===== src/hw/rtl/art_ewma.sv =====
// ----------------------------------------------------------------------------
// ART RTT estimator
// Holds the minimum and smoothed RTT and folds in one sample per request.
// ----------------------------------------------------------------------------
module art_ewma (
  input  logic        clk,
  input  logic        rst_n,
  input  logic        sample_vld,
  input  logic [31:0] sample,
  input  logic [8:0]  weight,
  output logic [31:0] min_rtt,
  output logic [31:0] smoothed_rtt
);

  logic [31:0] min_r, min_nxt;
  logic [31:0] srtt_r, srtt_nxt;
  logic        seen_r;
  logic [8:0]  w;
  logic [8:0]  wc;
  logic [41:0] acc;

  // Saturate the weight and form the rounded weighted sum.
  always_comb begin
    w   = (weight > 9'd256) ? 9'd256 : weight;
    wc  = 9'd256 - w;
    acc = 42'(w) * 42'(sample) + 42'(wc) * 42'(srtt_r) + 42'd128;
    min_nxt  = min_r;
    srtt_nxt = srtt_r;
    if (sample_vld) begin
      if (!seen_r || sample < min_r) begin
        min_nxt = sample;
      end
      srtt_nxt = seen_r ? acc[39:8] : sample;
    end
  end

  always_ff @(posedge clk) begin
    if (!rst_n) begin
      min_r  <= '0;
      srtt_r <= '0;
      seen_r <= 1'b0;
    end else begin
      min_r  <= min_nxt;
      srtt_r <= srtt_nxt;
      if (sample_vld) begin
        seen_r <= 1'b1;
      end
    end
  end

  assign min_rtt      = min_r;
  assign smoothed_rtt = srtt_r;

endmodule


===== config.mk =====
export PLATFORM = sky130hd
export DESIGN_NAME = art_ewma
export DESIGN_NICKNAME = d
export VERILOG_FILES = /design/src/hw/rtl/art_ewma.sv
export SDC_FILE = /design/constraint.sdc
export NUM_CORES = 2
export LEC_CHECK = 0
export BUFFER_PORTS_ARGS = -buffer_cell sky130_fd_sc_hd__buf_2
export CORE_MARGIN = 5
export CORE_UTILIZATION = 53
export DETAILED_ROUTE_END_ITERATION = 10
export PLACE_DENSITY = 0.7
export SYNTH_ARGS = -nofsm -noshare
export SYNTH_HDL_FRONTEND = slang
export SYNTH_SLANG_ARGS = --single-unit
export TNS_END_PERCENT = 100

===== constraint.sdc =====
create_clock -name clk -period 10.77 [get_ports clk]
set_clock_uncertainty 0.05 [all_clocks]
set_input_delay 2.154 -clock clk [delete_from_list [all_inputs] [get_ports clk]]
set_output_delay 2.154 -clock clk [all_outputs]
set_load 0.05 [all_outputs]

-- After elaboration in Yosys (flattened, before gate mapping)
Cells that the tools add are included.
- register bits: 65
- output and inout bits: 64
- logic and storage cells: 15
- add/sub/neg operators: 3
- multipliers: 2
- magnitude comparators: 2
- mux-type cells: 2
- reduce and logical (&&, ||, !) cells: 3
- operators by type and width (cell ; number):
    multiplier 9 x 32 -> 40 bit ; 2
    adder 40 bit ; 1
    adder 40 x 8 -> 40 bit (second input constant) ; 1
    < comparator 32 bit ; 1
    two-way mux 32 bit ; 1
    > comparator 9 bit (second input constant) ; 1
    two-way mux 9 bit ; 1
    subtractor 9 bit (first input constant) ; 1
    AND reduction 2 bit ; 1
    zero test 1 bit ; 1
    logical OR 1 bit ; 1

-- Logic depth before layout (Yosys ltp)
- depth after elaboration: 7
- gate-level depth with buffers: 31

-- Worst setup path before layout
Ideal clock, no wire load.
- kind: input port to flip-flop
- start point: input weight[1]
- end point: register srtt_r[29], in the netlist smoothed_rtt[29]
- library setup time: 0.125 ns
- arrival time: 8.805 ns
- required time: 10.595 ns
- slack: 1.790 ns
- stages: 28
- buffers on the path: 3
- cell sequence: nor2b_1 > clkbuf_1 > clkbuf_1 > inv_1 > ha_1 > or3b_4 > xor2_1 > clkbuf_1 > nand2_1 > fa_1 > inv_1 > fa_1 > fa_1 > fa_1 > fa_1 > inv_1 > fa_1 > inv_1 > ha_1 > a21o_1 > a21o_1 > a21o_1 > a221o_1 > o21ai_1 > and2b_1 > nor3b_1 > nor4b_1 > a21oi_1
- word-level cells in the longest chain between the ends: 7
- ends and longest elaborated chain (what ; RTL line ; RTL):
    start: declaration ; 10 ; input logic [8:0] weight,
    > comparator 9 bit ; 24 ; w = (weight > 9'd256) ? 9'd256 : weight;
    two-way mux 9 bit * ; 24 ;
    subtractor 9 bit ; 25 ; wc = 9'd256 - w;
    multiplier 9 x 32 -> 40 bit ; 26 ; acc = 42'(w) * 42'(sample) + 42'(wc) * 42'(srtt_r) + 42'd128;
    adder 40 bit * ; 26 ;
    adder 40 x 8 -> 40 bit * ; 26 ;
    two-way mux 32 bit * ; 33 ; srtt_nxt = seen_r ? acc[39:8] : sample;
    end signal: assignment ; 44 ; srtt_r <= srtt_nxt;
    end: declaration ; 16 ; logic [31:0] srtt_r, srtt_nxt;
Every way passes the cells marked *; elsewhere a longest branch is shown, timed or not.
A chain may end at the register's enable or synchronous reset.

-- Worst setup path after layout
- start point: input weight[8]
- end point: register srtt_r[31], in the netlist smoothed_rtt[31]
Same word-level chain as after synthesis.

==> metrics.md <==
| Metric | Value |
|---|---|
| Layout cell share with drive strength beyond 1 | 7.27% |
| Synth Flop Type | dfxtp_1 |
| Number of synthesized register bits | 65 |
| Die extent in x | 211 um |
| Sequential-to-total area share from yosys stat | 6.08% |
| H-tree levels | 3 |
| Vias | 16687 |
| Cell count after synthesis | 2529 |
| Final Setup Violations | 0 |
| Total global-route track usage | 28.5% |
| Hold buffers post-CTS | 0 |
| Syn Area/Cell | 8.47 um2 |
| Site Rows | 73 |
| Register area | 1300 um2 |
| Peak Freq | 103 MHz |
| Core Area | 39800 um2 |
| Post-CTS setup buffers | 0 |
| Commonest cells after routing, fill and taps aside | 660 x inv_1, 490 x fa_1, 473 x nand2_1 |
| TritonCTS clock tree | yes |
| DRT Wirelength | 60800 um |
| Crit path kind | input port to flip-flop |
| Hold crit path type | flip-flop to flip-flop |
| Synthesized area | 21400 um2 |
| Post-synth EDFFs | 0 |
| Vias per Instance | 5.46 |
| Ports | 108 |
| Worst Path Required | 10.96 ns |
| Port Buf Inserts | 107 |
| Max Fanout on Critical Path | 39 |
| Post-route DRC | 0 |
| Most frequent CP cell | fa_1 |
| Effective utilization at floorplan | 53.8% |
| RSZ-0062 raised after global routing | no |
| WP buf/inv | 9 |
| Slew headroom | 26.3% |
| Crit. End Element | flip-flop |
| Num CTS Buffers | 9 |
| Hold Vio Cnt, Final | 0 |
| Fillers | 3638 |
| FFs w/ async S/R, synth | 0% |
| Slew Viols, Final | 0 |
| Iter 0 DRT Violations | 1226 |
| Crit start category | input port |
| Fin util | 56.9% |
| Pin slew with the least headroom to its limit | 1.10 ns |
| Multi-input gate area in the final layout | 17100 um2 |
| Largest net degree at the start of global routing | 51 |
| Nets | 3207 |
| Die height | 211 um |
| Post-DP HPWL | 47700 um |
| N_diodes | 0 |
| Layout area overhead | 5.81% |
| Syn_nets | 3210 |
| Max incr delay on CP | 0.85 ns |
| GRT overflow | 0 |
| Final ANT Viol Nets | 0 |
| Clk slew on worst S/H paths | 0.06 ns |
| RD Place Congestion | 0.961 |
| Max-cap viol count | 0 |
| Crit path DAT | 9.91 ns |
| Clk sinks | 65 |
| Clock buffer depth | 2 |
| Outcome | finished, final reports clean |
| Resize count post-CTS | 0 |
| WL/cell | 19.9 um |
| Slowest-stage cell, CP | xnor2_2 |
| Worst-Skew Late Latency | 0.38 ns |
| Total die area | 44500 um2 |
| Synth warn | 0 |
| Final worst path period share | 90.3% |
| Synth cell types | 70 |
| Antenna violations before repair | 1 |
| TritonRoute pass-1 iters | 6 |
| Number of global-route vias before repair | 18352 |
| WHS | 0.475 ns |
| Final TNS setup | 0 ns |
| Min Tclk post-route | 9.72 ns |
| First-pass GRT wire length | 99200 um |
| Commonest non-fill, non-tap cell in the layout | inv_1 |
| Critical path's top delay family | adder cells |
| CTS root buffer | clkbuf_16 |
tightest hold or removal path, cell delays in order, from the launching register on:
cell     delay, ns
dfxtp_1       0.34
mux2i_1       0.07
nor2_1        0.08
cells by family after synthesis:
kind of cell	count (synthesis)	synth area share (%)
compound gates	186	5.78
xor+xnor	43	1.79
fa+ha+maj	637	54.4
buf+inv	813	14.4
flops	65	6.08
mux	52	2.44
simple gates	733	15.1
Yosys cell counts, types with 3 or more instances:
master | n | share of area (%)
a22o_1 | 3 | 0.12
buf_4 | 3 | 0.11
and4_1 | 3 | 0.12
mux2i_1 | 51 | 2.4
a2111oi_0 | 3 | 0.12
a221oi_1 | 3 | 0.12
a21o_1 | 29 | 1.0
buf_1 | 21 | 0.37
ha_1 | 147 | 8.6
o21ai_1 | 3 | 0.070
a21oi_1 | 58 | 1.4
nand4_1 | 9 | 0.26
o21ai_0 | 35 | 0.82
xor2_1 | 16 | 0.65
dfxtp_1 | 65 | 6.1
buf_2 | 10 | 0.23
nand3_1 | 14 | 0.33
fa_1 | 490 | 46
and2_1 | 132 | 3.9
nand2_1 | 473 | 8.3
nor3_1 | 9 | 0.21
and3_1 | 5 | 0.15
nor2b_1 | 8 | 0.23
a31oi_1 | 6 | 0.18
o21bai_1 | 4 | 0.14
o221ai_1 | 4 | 0.16
xnor2_1 | 26 | 1.1
inv_1 | 660 | 12
a211oi_1 | 10 | 0.35
o21a_1 | 3 | 0.11
clkbuf_1 | 115 | 2.0
nor2_1 | 65 | 1.1
flip-flops by register name (all words and copies together) (netlist names):
signal	count
min_rtt	32
seen_r	1
smoothed_rtt	32
per-layer routing:
metal / vias up / part of all wire (%) / global-route usage (%)
li1: 7322 / - / -
met1: 8459 / 40 / 38.5
met2: 763 / 46 / 45.4
met3: 141 / 9.7 / 6.89
met4: 2 / 4.2 / 10.3
met5: - / 0.028 / 0
per-stage QoR:
stage	setup WS (ns)	std cells	area, um2
finish	1.05	3055	22700
global route	0.617	3055	22700
CTS	1.11	3055	22700
detailed placement	0.775	3040	22300
global placement	0.998	3040	22300
floorplan	1.79	2529	21400
area by class of cell:
cell class                      instances  area share (%)
Clock buffer                           11            1.12
Clock inverter                          4           0.337
Inverter                              662            11.0
Multi-Input combinational cell       1651            75.6
Sequential cell                        65            5.75
Tap cell                              525            2.90
Timing Repair Buffer                  137            3.36
worst paths after layout:
kind	from	to	cells after the start	slack, ns
max reg2reg	smoothed_rtt[6]	smoothed_rtt[29]	22	4.05
max	weight[8]	smoothed_rtt[31]	28	1.05
min	min_rtt[3]	min_rtt[3]	2	0.47
min reg2reg	min_rtt[3]	min_rtt[3]	2	0.47
Power is left out: the tool's default activity adds up to more than one toggle a clock period on the data nets, which glitch-free logic cannot reach.
