## config.mk

```make
export PLATFORM = sky130hd
export DESIGN_NAME = art_ram
export DESIGN_NICKNAME = d
export VERILOG_FILES = /design/src/hw/rtl/art_ram.sv
export SDC_FILE = /design/constraint.sdc
export NUM_CORES = 1
export LEC_CHECK = 0
export BUFFER_PORTS_ARGS = -buffer_cell sky130_fd_sc_hd__buf_2
export CORE_AREA = 2 2 104 106
export DETAILED_ROUTE_END_ITERATION = 16
export DIE_AREA = 0 0 106 108
export PLACE_DENSITY = 0.66
export SLEW_MARGIN = 0
export SYNTH_ARGS = -nofsm -noshare
export SYNTH_HDL_FRONTEND = slang
export SYNTH_SLANG_ARGS = --single-unit
```

## constraint.sdc

```tcl
create_clock -name clk -period 4.6 [get_ports clk]
set_input_delay 0.23 -clock clk [delete_from_list [all_inputs] [get_ports clk]]
set_output_delay 0.23 -clock clk [all_outputs]
set_load 0.05 [all_outputs]
```

## src/hw/rtl/art_ram.sv

```systemverilog
// ----------------------------------------------------------------------------
// ART generic RAM
// Single-port synchronous RAM with registered read.
// ----------------------------------------------------------------------------
module art_ram #(
  parameter int WIDTH = 8,
  parameter int DEPTH = 16
) (
  input  logic                     clk,
  input  logic                     we,
  input  logic [$clog2(DEPTH)-1:0] addr,
  input  logic [WIDTH-1:0]         wdata,
  output logic [WIDTH-1:0]         rdata
);

  logic [WIDTH-1:0] mem [DEPTH];

  // Write port and registered read of the same address.
  always_ff @(posedge clk) begin
    if (we) begin
      mem[addr] <= wdata;
    end
    rdata <= mem[addr];
  end

endmodule

```

# Word level (Yosys, flattened, before mapping)
# Memories as Yosys holds them, arrays and structs flattened. A register that Yosys moved wholly into a read port is not among the register bits.
# Cells that the tools add are included.
[classes]
muxes = 2
[op_table]
columns = ["cell", "n"]
rows = [
  ["1-bit two-way mux", 2],
]
[totals]
register_bits = 0
ram_bits = 128
inputBits = 14
word_cells = 3
n_memories = 1
[memory_table]
columns = ["name", "words", "width", "rd", "rd_clocked_by_memory_dff", "wr", "line_no", "source"]
rows = [
  ["mem", 16, 8, 1, 1, 1, "16", "logic [WIDTH-1:0] mem [DEPTH];"],
]

# Logic depth before layout (Yosys ltp)
# Gate-level depths: netlist of the first run.
[logic_depth]
word_depth = 2
mapped_depth = 5
depth_no_buf = 3

# Worst setup path after synthesis of the first run
# OpenSTA, ideal clock, no wires.
[synth_timing]
kind = "input port to flip-flop"
from = "input port addr[2]"
to = "memory mem[0][0] (enable)"
arrival_time_ns = 1.340
t_required_ns = 4.217
setup_slack_ns = 2.877
stages = 2
path_buffers = 0
path_cell_list = "or3b_2 -> nor3_1"
[synth_lines]
columns = ["element", "line_no", "source"]
rows = [
  ["start, declared", "11", "input logic [$clog2(DEPTH)-1:0] addr,"],
  ["end, declared", "16", ""],
]
# No word-level cell before the write port.

# Worst setup path in the final report of the first run
[layout_timing]
from = "input port addr[0]"
to = "memory mem[5][2] (enable)"
# No word-level cell before the write port.

==> run metrics, run 1 <==
Req. time, crit path 4.74 ns; Seq pwr share 49.1%; port bufs 21; GRT overflow 0; top_reg_cell synth edfxtp_1; Layout area overhead 16.2%; TNS Setup 0 ns; Iter 0 DRT Violations approximately 130; Pre-antenna DRT Iters 4; combinational cell fraction of total power under 10%; critical-path maximum fanout 23; Layout Nets about 280; crit path DAT approximately 2.1 ns; Die X 106 um; Worst R2R Path Depth 3; sequential fraction of the synthesis area roughly four fifths; FMAX 516 MHz; row count 37; syn nets 244; Slew Limit Fails 0; Clock power frac 45.5%; Max Buffers Root-to-Sink 2; Antenna Cells 0; Mean Syn Cell Area 22.0 um2; minimum clock period about 1.9 ns; outcome complete, no violations; RR Startpoint mem[11][7]$_DFFE_PP_; most common cell in the synthesized netlist edfxtp_1; clock skew just over 0.007 ns; TritonCTS clock tree built; # fillers 748; power per standard cell area 482 mW/mm2; Clock Tree Root clkbuf_8; Num CTS Buffers 17; post-CTS setup buffers 0; Routed WL around 9400 um; critical path startpoint addr[0]; hold-fix buffers at CTS 0; number of global-route vias before repair approximately 2400; maximum vdd ir drop ~0.00024 V; Yosys reg bits between 100 and 150; crit path capture type register; Worst Tran Pin Value between 0.9 and 1 ns; CP Launch Type primary input; vias post-DR between 2000 and 2500; DR WL/cell between 20 and 25 um; GRT Overall Usage 18.3%; first-pass GRT wire length 14300 um; Pleak roughly 1.9 nW; die area around 0.011 mm2; Routed met1 length ~3900 um; critical path class in2reg; CP Capture Point mem[5][2]$_DFFE_PP_; Fin. Hold Viols 0; DRC errors left 0; H-tree levels 4; Post-synth top cells 128 x edfxtp_1, 32 x mux4_2, 16 x a22oi_1; Yosys warning count 0; DP Wirelength just under 6000 um; Slew HR about two fifths; Ports 22; clk_lat worst skew around 0.52 ns; Mapped Cells 230; routed length on met2 about 4800 um; cell taking the most area after synthesis edfxtp_1; Net Switching 0.568 mW; Hold Worst Slack around 0.13 ns; RSZ-0062 raised after global routing false; initial antenna violation count 0; Die Y-Extent ~110 um; Clock Pin Slew Worst Setup and Hold Paths about 0.06 ns; Avg Vias per Cell around 5.6; P_int between 2 and 2.5 mW; Post-synth ARST share 0%; Min-Delay Path Class in2reg; MaxCap Viol Count 0; Post-synth EDFFs approximately 130; reg2reg setup slack approximately 3.2 ns; gpl congestion 0.779; largest net degree at the start of global routing 40; initial core utilization ~50%; CTS sink cnt approximately 140; mapped cell area between 0.005 and 0.006 mm2; ranking of synthesized cells by area edfxtp_1 76%, mux4_2 14%, dfxtp_1 3.2%; core area 0.0102 mm2; top layer in use met4; Period Utilization, post-route between 40% and 50%; final setup vio count 0; Sw Ratio 20.0%; cts repair resizes 0; RR Endpoint rdata[7]$_DFF_P_; Synth top area share 75.9%; WL met3 roughly 520 um; layout cells sized above 1 between 30% and 40%; Synth cell types 18; Antenna Nets Post-Route 0
==> worst min path at each step <==
| stage | from | to | slack [ns] | cells past startpoint |
|---|---|---|---|---|
| after global routing | wdata[5] | mem[7][5]$_DFFE_PP_ | 0.12 | 1 |
| after global placement | wdata[1] | mem[12][1]$_DFFE_PP_ | 0.65 | 1 |
| after floorplan | wdata[0] | mem[0][0]$_DFFE_PP_ | 0.33 | 0 |
| final | wdata[7] | mem[5][7]$_DFFE_PP_ | 0.13 | 1 |
| after detailed placement | wdata[2] | mem[8][2]$_DFFE_PP_ | 0.65 | 1 |
| after CTS | wdata[5] | mem[6][5]$_DFFE_PP_ | 0.11 | 1 |
==> cell families after synthesis <==
logic type | synth area share, %
compound gates | 2.37
buf+inv | 1.19
flops | 79.0
mux | 14.2
simple gates | 3.21
==> power groups by stage <==
| stage | logic, mW | clock network, mW | registers [mW] |
|---|---|---|---|
| after floorplan | 0.0714 | 0 | 1.45 |
| after global placement | 0.154 | 0 | 1.42 |
| after detailed placement | 0.155 | 0 | 1.42 |
| after CTS | 0.156 | 1.30 | 1.39 |
| after global routing | 0.164 | 1.36 | 1.40 |
| final | 0.153 | 1.29 | 1.39 |
==> critical path, cell delays in order <==
cell	delay (ns)
buf_2	0.49
buf_4	0.47
nand2b_1	0.19
nor2_1	0.67
==> cells in the final DEF, fill, tap and decap left out <==
master	instances
nand2_1	9
clkbuf_16	16
and2_1	1
nor3_1	4
mux4_2	32
a22oi_1	16
clkinvlp_4	1
nand2b_1	2
nand3b_1	2
nor2b_1	2
nor2_1	13
bufinv_16	3
edfxtp_1	128
clkinv_2	6
or3b_2	1
dfxtp_1	8
buf_4	5
clkbuf_1	4
clkbuf_8	2
buf_2	21
nand3_1	1
==> final cells by class <==
| class | count | area, um2 | area share (%) |
|---|---|---|---|
| clock inverter | 10 | 128 | 2.17 |
| clock buffer | 22 | 443 | 7.52 |
| sequential | 136 | 4000 | 68.0 |
| timing repair buffer | 26 | 143 | 2.42 |
| tap | 136 | 170 | 2.89 |
| multi-input combinational | 83 | 1000 | 17.0 |
==> sequential cells by signal (all words and copies together) (netlist names) <==
| signal | cells |
|---|---|
| rdata | 8 |
| mem | 128 |
==> per-stage QoR <==
step           setup WS, ns  area, um2  power [mW]  utilization (%)  cells
4_1_cts                2.60       5890        2.85             57.6    413
2_1_floorplan          2.88       5070        1.52                -    230
3_5_place_dp           2.07       5320        1.57             52.0    381
3_3_place_gp           2.06       5320        1.57             52.0    381
6_report               2.66       5890        2.84             57.6    413
5_1_grt                2.43       5890        2.92             57.6    413
==> per-layer routing <==
metal	track usage [%]	vias to the layer above
li1	-	1030
met1	22.9	1211
met2	30.2	70
met3	4.88	15
met4	8.55	0
met5	0	-
No activity file was read; power rests on OpenSTA's default activity.
==> run 2, diff against run 1 <==
--- a/config.mk
+++ b/config.mk
@@ -5,11 +5,12 @@
 export SDC_FILE = /design/constraint.sdc
 export NUM_CORES = 1
 export LEC_CHECK = 0
+export ABC_AREA = 1
 export BUFFER_PORTS_ARGS = -buffer_cell sky130_fd_sc_hd__buf_2
-export CORE_AREA = 2 2 104 106
+export CORE_AREA = 2 2 109 111
 export DETAILED_ROUTE_END_ITERATION = 16
-export DIE_AREA = 0 0 106 108
-export PLACE_DENSITY = 0.66
+export DIE_AREA = 0 0 111 113
+export PLACE_DENSITY = 0.68
 export SLEW_MARGIN = 0
 export SYNTH_ARGS = -nofsm -noshare
 export SYNTH_HDL_FRONTEND = slang
==> constraint.sdc (replaced) <==
create_clock -name clk -period 1.6 [get_ports clk]
set_input_delay 0.08 -clock clk [delete_from_list [all_inputs] [get_ports clk]]
set_output_delay 0.08 -clock clk [all_outputs]
set_load 0.05 [all_outputs]
==> run 2 against run 1 <==
  * Register-to-register slack worse by 2.7 ns
  * Synthesized cell count grew 140%
  * Flip-flop and latch count unchanged
  * Worst setup slack worse by 2.2 ns
  * Critical endpoint is now rdata[7]
==> run metrics, run 2 <==
initial antenna violation count 0 (unchanged); Req. time, crit path 1.52 ns (was 4.74 ns); cell breakdown of the critical path buf_2 (was buf_2 -> buf_4 -> nand2b_1 -> nor2_1); critical-path maximum fanout 1 (was 23); Yosys reg bits 136 (unchanged); Synth top area share 68.7% (was 75.9%); critical path startpoint rdata[7]$_DFF_P_ (was addr[0]); hold-fix buffers at CTS 0 (unchanged); outcome complete, no violations (unchanged); biggest regs mem (128), rdata (8) (unchanged); first-pass GRT wire length 19700 um (was 14300 um); Clock Tree Root clkbuf_16 (was clkbuf_8); Num CTS Buffers 17 (unchanged); final setup vio count 0 (unchanged); ranking of synthesized cells by area edfxtp_1 69%, nand2_1 23%, dfxtp_1 2.9% (was edfxtp_1 76%, mux4_2 14%, dfxtp_1 3.2%); maximum vdd ir drop 0.000887 V (was 0.000238 V); DR WL/cell 16.3 um (was 22.9 um); Post-synth ARST share 0% (unchanged); reg2reg setup slack 0.57 ns (was 3.22 ns); CP Buf/Inv Count 1 (was 2); RSZ-0062 raised after global routing false (unchanged); Fin. Hold Viols 0 (unchanged); Period Utilization, post-route roughly 70%; Crit path max-delay family flip-flops (was buffers and inverters); Layout Utilization 58.5% (was 57.6%); CTS sink cnt 136 (unchanged); Min-Delay Path Class in2reg (unchanged); layout cells sized above 1 12.7% (was 31.4%); Pre-antenna DRT Iters 5 (was 4); largest net degree at the start of global routing 37 (was 40); CP Launch Type register (was primary input); max FFs per register 128 (unchanged); RR Startpoint mem[3][1]$_DFFE_PP_ (was mem[11][7]$_DFFE_PP_); DP Wirelength 7370 um (was 5900 um); Mean Syn Cell Area 10.2 um2 (was 22.0 um2); register with the most flip-flops mem (unchanged); clock skew 0.00532 ns (was 0.00725 ns); GRT Overall Usage 21.1% (was 18.3%); Tot Pwr 8.71 mW (was 2.84 mW); mapped cell area 0.00559 mm2 (was 0.00507 mm2); Antenna Cells 0 (unchanged); sequential fraction of the synthesis area 71.6% (was 79.0%); crit path DAT 1.06 ns (was 2.08 ns); cell area after layout 0.00660 mm2 (was 0.00589 mm2); Routed WL 12200 um (was 9440 um); initial core utilization 49.6% (was 49.5%); CP Capture Point rdata[7] (was mem[5][2]$_DFFE_PP_); critical path class reg2out (was in2reg); critical path depth 1 (was 4); post-CTS setup buffers 0 (unchanged); # fillers 907 (was 748); Worst R2R Path Depth 8 (was 3); Area after DPL 0.00597 mm2 (was 0.00532 mm2); TritonCTS clock tree built (unchanged); most common cell after layout, fill and taps aside nand2_1 (was edfxtp_1); Ports 22 (unchanged); syn nets 562 (was 244); Slew HR 73.8% (was 39.0%); Yosys warning count 0 (unchanged); TNS Setup 0 ns (unchanged); crit path capture type output pin (was register); most frequent cells in the layout 346 x nand2_1, 128 x edfxtp_1, 25 x buf_4, 21 x inv_1, 21 x buf_2 (was 128 x edfxtp_1, 32 x mux4_2, 21 x buf_2, 16 x a22oi_1, 16 x clkbuf_16); MaxCap Viol Count 0 (unchanged); FMAX 874 MHz; Clock Pin Slew Worst Setup and Hold Paths 0.06 ns (about the same); Antenna Nets Post-Route 0 (unchanged); H-tree levels 4 (unchanged); Synth cell types 11 (was 18); Layout Nets 607 (was 278); core area 0.0113 mm2 (was 0.0102 mm2); clk_lat worst skew 0.41 ns (was 0.52 ns); gpl congestion 0.920 (was 0.779); Iter 0 DRT Violations 241 (was 128); die area 0.0125 mm2 (was 0.0114 mm2); DRC errors left 0 (unchanged); row count 39 (was 37); top_reg_cell synth edfxtp_1 (unchanged); GRT overflow 0 (unchanged); Avg Vias per Cell 5.03 (was 5.63); most common cell in the synthesized netlist nand2_1 (was edfxtp_1); Post-synth top cells 346 x nand2_1, 128 x edfxtp_1, 21 x inv_1 (was 128 x edfxtp_1, 32 x mux4_2, 16 x a22oi_1); cell taking the most area after synthesis edfxtp_1 (unchanged); port bufs 21 (unchanged); power per standard cell area 1320 mW/mm2 (was 482 mW/mm2); Pleak 2.87 nW (was 1.93 nW); Max Buffers Root-to-Sink 2 (unchanged); vias post-DR 3761 (was 2326); Layout area overhead 18.0% (was 16.2%); Die Y-Extent 113 um (was 108 um); minimum clock period between 1 and 1.5 ns; cts repair resizes 0 (unchanged); Post-synth EDFFs 128 (unchanged); Slew Limit Fails 0 (unchanged); RR Endpoint rdata[1]$_DFF_P_ (was rdata[7]$_DFF_P_); Hold Worst Slack 0.0819 ns (was 0.127 ns); Die X 111 um (was 106 um); Mapped Cells 548 (was 230); CP peak stage delay 0.37 ns (was 0.67 ns); Worst Tran Pin Value 0.392 ns (was 0.916 ns); number of global-route vias before repair 3798 (was 2435); Crit-path slowest cell dfxtp_1 (was nor2_1)
## run 2: cell count changes in the layout (fill, tap and decap cells not counted), sizes merged, moves of 5 or more
cell and delta:
nand2 +337, mux4 -32, inv +23, buf +21, a22oi -16, clkbuf -5, nor2 +5
## run 2: how the worst min path moves through the flow
stage               startpoint                   end  slack [ns]  cells past startpoint
floorplan             wdata[0]   mem[0][0]$_DFFE_PP_        0.18                      0
global placement      wdata[2]   mem[2][2]$_DFFE_PP_        0.50                      1
detailed placement    wdata[7]   mem[2][7]$_DFFE_PP_        0.51                      1
CTS                   wdata[7]  mem[11][7]$_DFFE_PP_        0.07                      1
global route          wdata[2]   mem[0][2]$_DFFE_PP_        0.08                      1
finish                wdata[7]   mem[3][7]$_DFFE_PP_        0.08                      1
## run 2: area by class of cell
| class | count | area (um2) | share of cell area [%] |
|---|---|---|---|
| clock inverter | 14 | 205 | 3.11 |
| multi-input combinational | 368 | 1390 | 21.0 |
| inverter | 23 | 86.3 | 1.31 |
| tap | 143 | 179 | 2.71 |
| timing repair buffer | 47 | 313 | 4.74 |
| clock buffer | 17 | 425 | 6.45 |
| sequential | 136 | 4000 | 60.7 |
## run 2: logic make-up (layout without fill, tap and decap cells)
logic type    Yosys count  after routing  share of synthesized area, %
buf+inv                44            101                          3.62
simple gates          368            368                          24.8
flops                 136            136                          71.6
## run 2: per-layer routing
| metal | GRT usage (%) | wire length (um) | up-vias |
|---|---|---|---|
| li1 | - | - | 1841 |
| met1 | 27.3 | 5210 | 1770 |
| met2 | 33.3 | 5830 | 125 |
| met3 | 5.68 | 742 | 25 |
| met4 | 10.8 | 404 | 0 |
| met5 | 0 | 0 | - |
## run 2: stage by stage
stage | setup WS, ns | instances
6_report | 0.455 | 748
5_1_grt | 0.433 | 748
4_1_cts | 0.448 | 748
3_5_place_dp | 0.261 | 717
3_3_place_gp | 0.276 | 717
2_1_floorplan | 0.143 | 548
## run 2: report_power, final
part	total, mW	switching [mW]	internal, mW
sequential	4.01	0.0252	3.98
combinational	0.566	0.423	0.143
clock	4.14	1.40	2.74
total	8.71	1.85	6.87
==> run 3, diff against run 2 <==
==> constraint.sdc (replaced) <==
create_clock -name clk -period 1.05 [get_ports clk]
set_input_delay 0.0525 -clock clk [delete_from_list [all_inputs] [get_ports clk]]
set_output_delay 0.0525 -clock clk [all_outputs]
set_load 0.05 [all_outputs]
==> run 3 against run 2 <==
  * Critical path depth up 7
  * Clock power increased by 60%
  * Critical path type is now reg2reg
  * Clock skew increased by 0.0017 ns
==> run metrics, run 3 (synthesized netlist as in run 2, its figures left out) <==
maximum vdd ir drop 0.00113 V (was 0.000887 V); Ports 22 (unchanged); TritonCTS clock tree built (unchanged); Antenna Cells 0 (unchanged); Min-Delay Path Class in2reg (unchanged); Period Utilization, post-route between 90 and 100%; Worst Tran Pin Value 0.380 ns (was 0.392 ns); clock skew 0.00697 ns (was 0.00532 ns); GRT Overall Usage 19.7% (was 21.1%); cell breakdown of the critical path nand2_1 -> nand2_1 -> nand2_1 -> nand2_1 -> nand2_1 -> nand2_1 -> inv_1 -> nand2_1 (was buf_2); Pleak 2.86 nW (was 2.87 nW); RR Endpoint rdata[0]$_DFF_P_ (was rdata[1]$_DFF_P_); clk_lat worst skew 0.42 ns (was 0.41 ns); crit-path most repeated cell nand2_1; hold-fix buffers at CTS 0 (unchanged); gpl congestion 0.816 (was 0.920); Antenna Nets Post-Route 0 (unchanged); Layout Nets 599 (was 607); Clock Tree Root clkbuf_16 (unchanged); Layout Utilization 60.2% (was 58.5%); met3 Use GR 4.50% (was 5.68%); DRC errors left 0 (unchanged); Avg Vias per Cell 4.95 (was 5.03); crit path DAT 1.33 ns (was 1.06 ns); critical path class reg2reg (was reg2out); Slew Limit Fails 0 (unchanged); Iter 0 DRT Violations 223 (was 241); CTS sink cnt 136 (unchanged); RR Startpoint mem[6][0]$_DFFE_PP_ (was mem[3][1]$_DFFE_PP_); final setup vio count 0 (unchanged); Max Buffers Root-to-Sink 2 (unchanged); H-tree levels 4 (unchanged); routing usage on met2 31.7% (was 33.3%); initial core utilization 49.6% (unchanged); Crit path max-delay family simple AND/OR/NAND/NOR gates (was flip-flops); register with the most flip-flops mem (unchanged); Die Y-Extent 113 um (unchanged); Tot Pwr 13.7 mW (was 8.71 mW); Clock Pin Slew Worst Setup and Hold Paths 0.06 ns (about the same); row count 39 (unchanged); Worst R2R Path Depth 8 (unchanged); Hold Startpoint wdata[1] (was wdata[7]); # fillers 896 (was 907); busiest grt layer met2 (unchanged); number of global-route vias before repair 3563 (was 3798); critical path startpoint mem[6][0]$_DFFE_PP_ (was rdata[7]$_DFF_P_); FMAX 978 MHz; port bufs 21 (unchanged); Pre-antenna DRT Iters 5 (unchanged); post-CTS setup buffers 0 (unchanged); power per standard cell area 2010 mW/mm2 (was 1320 mW/mm2); outcome complete, no violations (unchanged); GR Util met1 26.2% (was 27.3%); CP Launch Type register (unchanged); die area 0.0125 mm2 (unchanged); vias post-DR 3669 (was 3761); biggest regs mem (128), rdata (8) (unchanged); critical-path maximum fanout 1 (unchanged); max FFs per register 128 (unchanged); Die X 111 um (unchanged); storage element area 0.00400 mm2 (unchanged); reg2reg setup slack 0.03 ns (was 0.57 ns); Num CTS Buffers 17 (unchanged); RSZ-0062 raised after global routing true (was false); MaxCap Viol Count 0 (unchanged); core area 0.0113 mm2 (unchanged); DR WL/cell 15.6 um (was 16.3 um); minimum clock period about 1.0 ns; multi-input logic area 0.00157 mm2 (was 0.00139 mm2); Hold Path Depth 1 (unchanged); Crit-path slowest cell edfxtp_1 (was dfxtp_1); Layout area overhead 21.4% (was 18.0%); initial antenna violation count 0 (unchanged); GRT overflow 0 (unchanged); layout cells sized above 1 17.2% (was 12.7%); Hold EP mem[6][1]$_DFFE_PP_ (was mem[3][7]$_DFFE_PP_); DP Wirelength 7400 um (was 7370 um); CP Buf/Inv Count 1 (unchanged); Req. time, crit path 1.36 ns (was 1.52 ns); most frequent cells in the layout 342 x nand2_1, 128 x edfxtp_1, 17 x clkbuf_16, 17 x buf_2, 17 x buf_4 (was 346 x nand2_1, 128 x edfxtp_1, 25 x buf_4, 21 x inv_1, 21 x buf_2); most common cell after layout, fill and taps aside nand2_1 (unchanged); Slew HR 74.6% (was 73.8%); largest net degree at the start of global routing 32 (was 37); TNS Setup 0 ns (unchanged); CP peak stage delay 0.38 ns (was 0.37 ns); Routed WL 11500 um (was 12200 um); first-pass GRT wire length 18300 um (was 19700 um); crit path capture type register (was output pin); Fin. Hold Viols 0 (unchanged)
-- run 3: cell types whose count changed in the layout (fill, tap and decap cells not counted), moves of 5 or more --
cell / change
buf_4: -8
inv_1: -5
inv_2: +5
nor2_1: -18
nor2_4: +16
-- run 3: worst register-to-register path, cell delays in order (launching register included) --
cell and delay (ns):
edfxtp_1 0.38, nand2_1 0.07, nand2_1 0.05, nand2_1 0.06
nand2_1 0.06, nand2_1 0.09, nand2_1 0.07, inv_1 0.07
nand2_1 0.06
-- run 3: what timing repair did --
action,CTS,global route
pin swaps,0,24
setup endpoints to repair,1,10
resized for setup,1,11
-- run 3: cell type report --
type | instances | area share, %
Sequential cell | 136 | 59.0
Multi-Input combinational cell | 368 | 23.1
Clock buffer | 19 | 6.52
Timing Repair Buffer | 39 | 4.05
Clock inverter | 13 | 3.32
Tap cell | 143 | 2.64
Inverter | 23 | 1.35
-- run 3: worst max path at each step --
stage,to,slack [ns],depth (start not counted)
finish,rdata[0]$_DFF_P_,0.03,8
global route,rdata[0]$_DFF_P_,-0.03,8
CTS,rdata[6],0.01,1
detailed placement,rdata[5]$_DFF_P_,-0.13,11
global placement,rdata[5]$_DFF_P_,-0.14,11
floorplan,mem[1][0]$_DFFE_PP_,0.006,3
-- run 3: metrics by stage --
stage,std cells,hold slack [ns],setup slack [ns],cell area (um2)
after floorplan,548,0.151,0.00581,5800
after global placement,709,0.500,-0.137,6100
after detailed placement,709,0.503,-0.131,6100
after CTS,741,0.0735,0.0138,6770
after global routing,741,0.0653,-0.0313,6790
final,741,0.0767,0.0278,6790
-- run 3: where the power goes --
part	internal, mW	switching (mW)	total (mW)
Clock	4.50	2.13	6.63
Combinational	0.256	0.686	0.942
Sequential	6.07	0.0315	6.10
Total	10.8	2.85	13.7
-- run 3: routing by layer --
metal | share of wire, % | vias up
met2 | 48 | 114
met1 | 45 | 1702
li1 | - | 1832
met5 | 0 | -
met4 | 1.9 | 0
met3 | 5.6 | 21
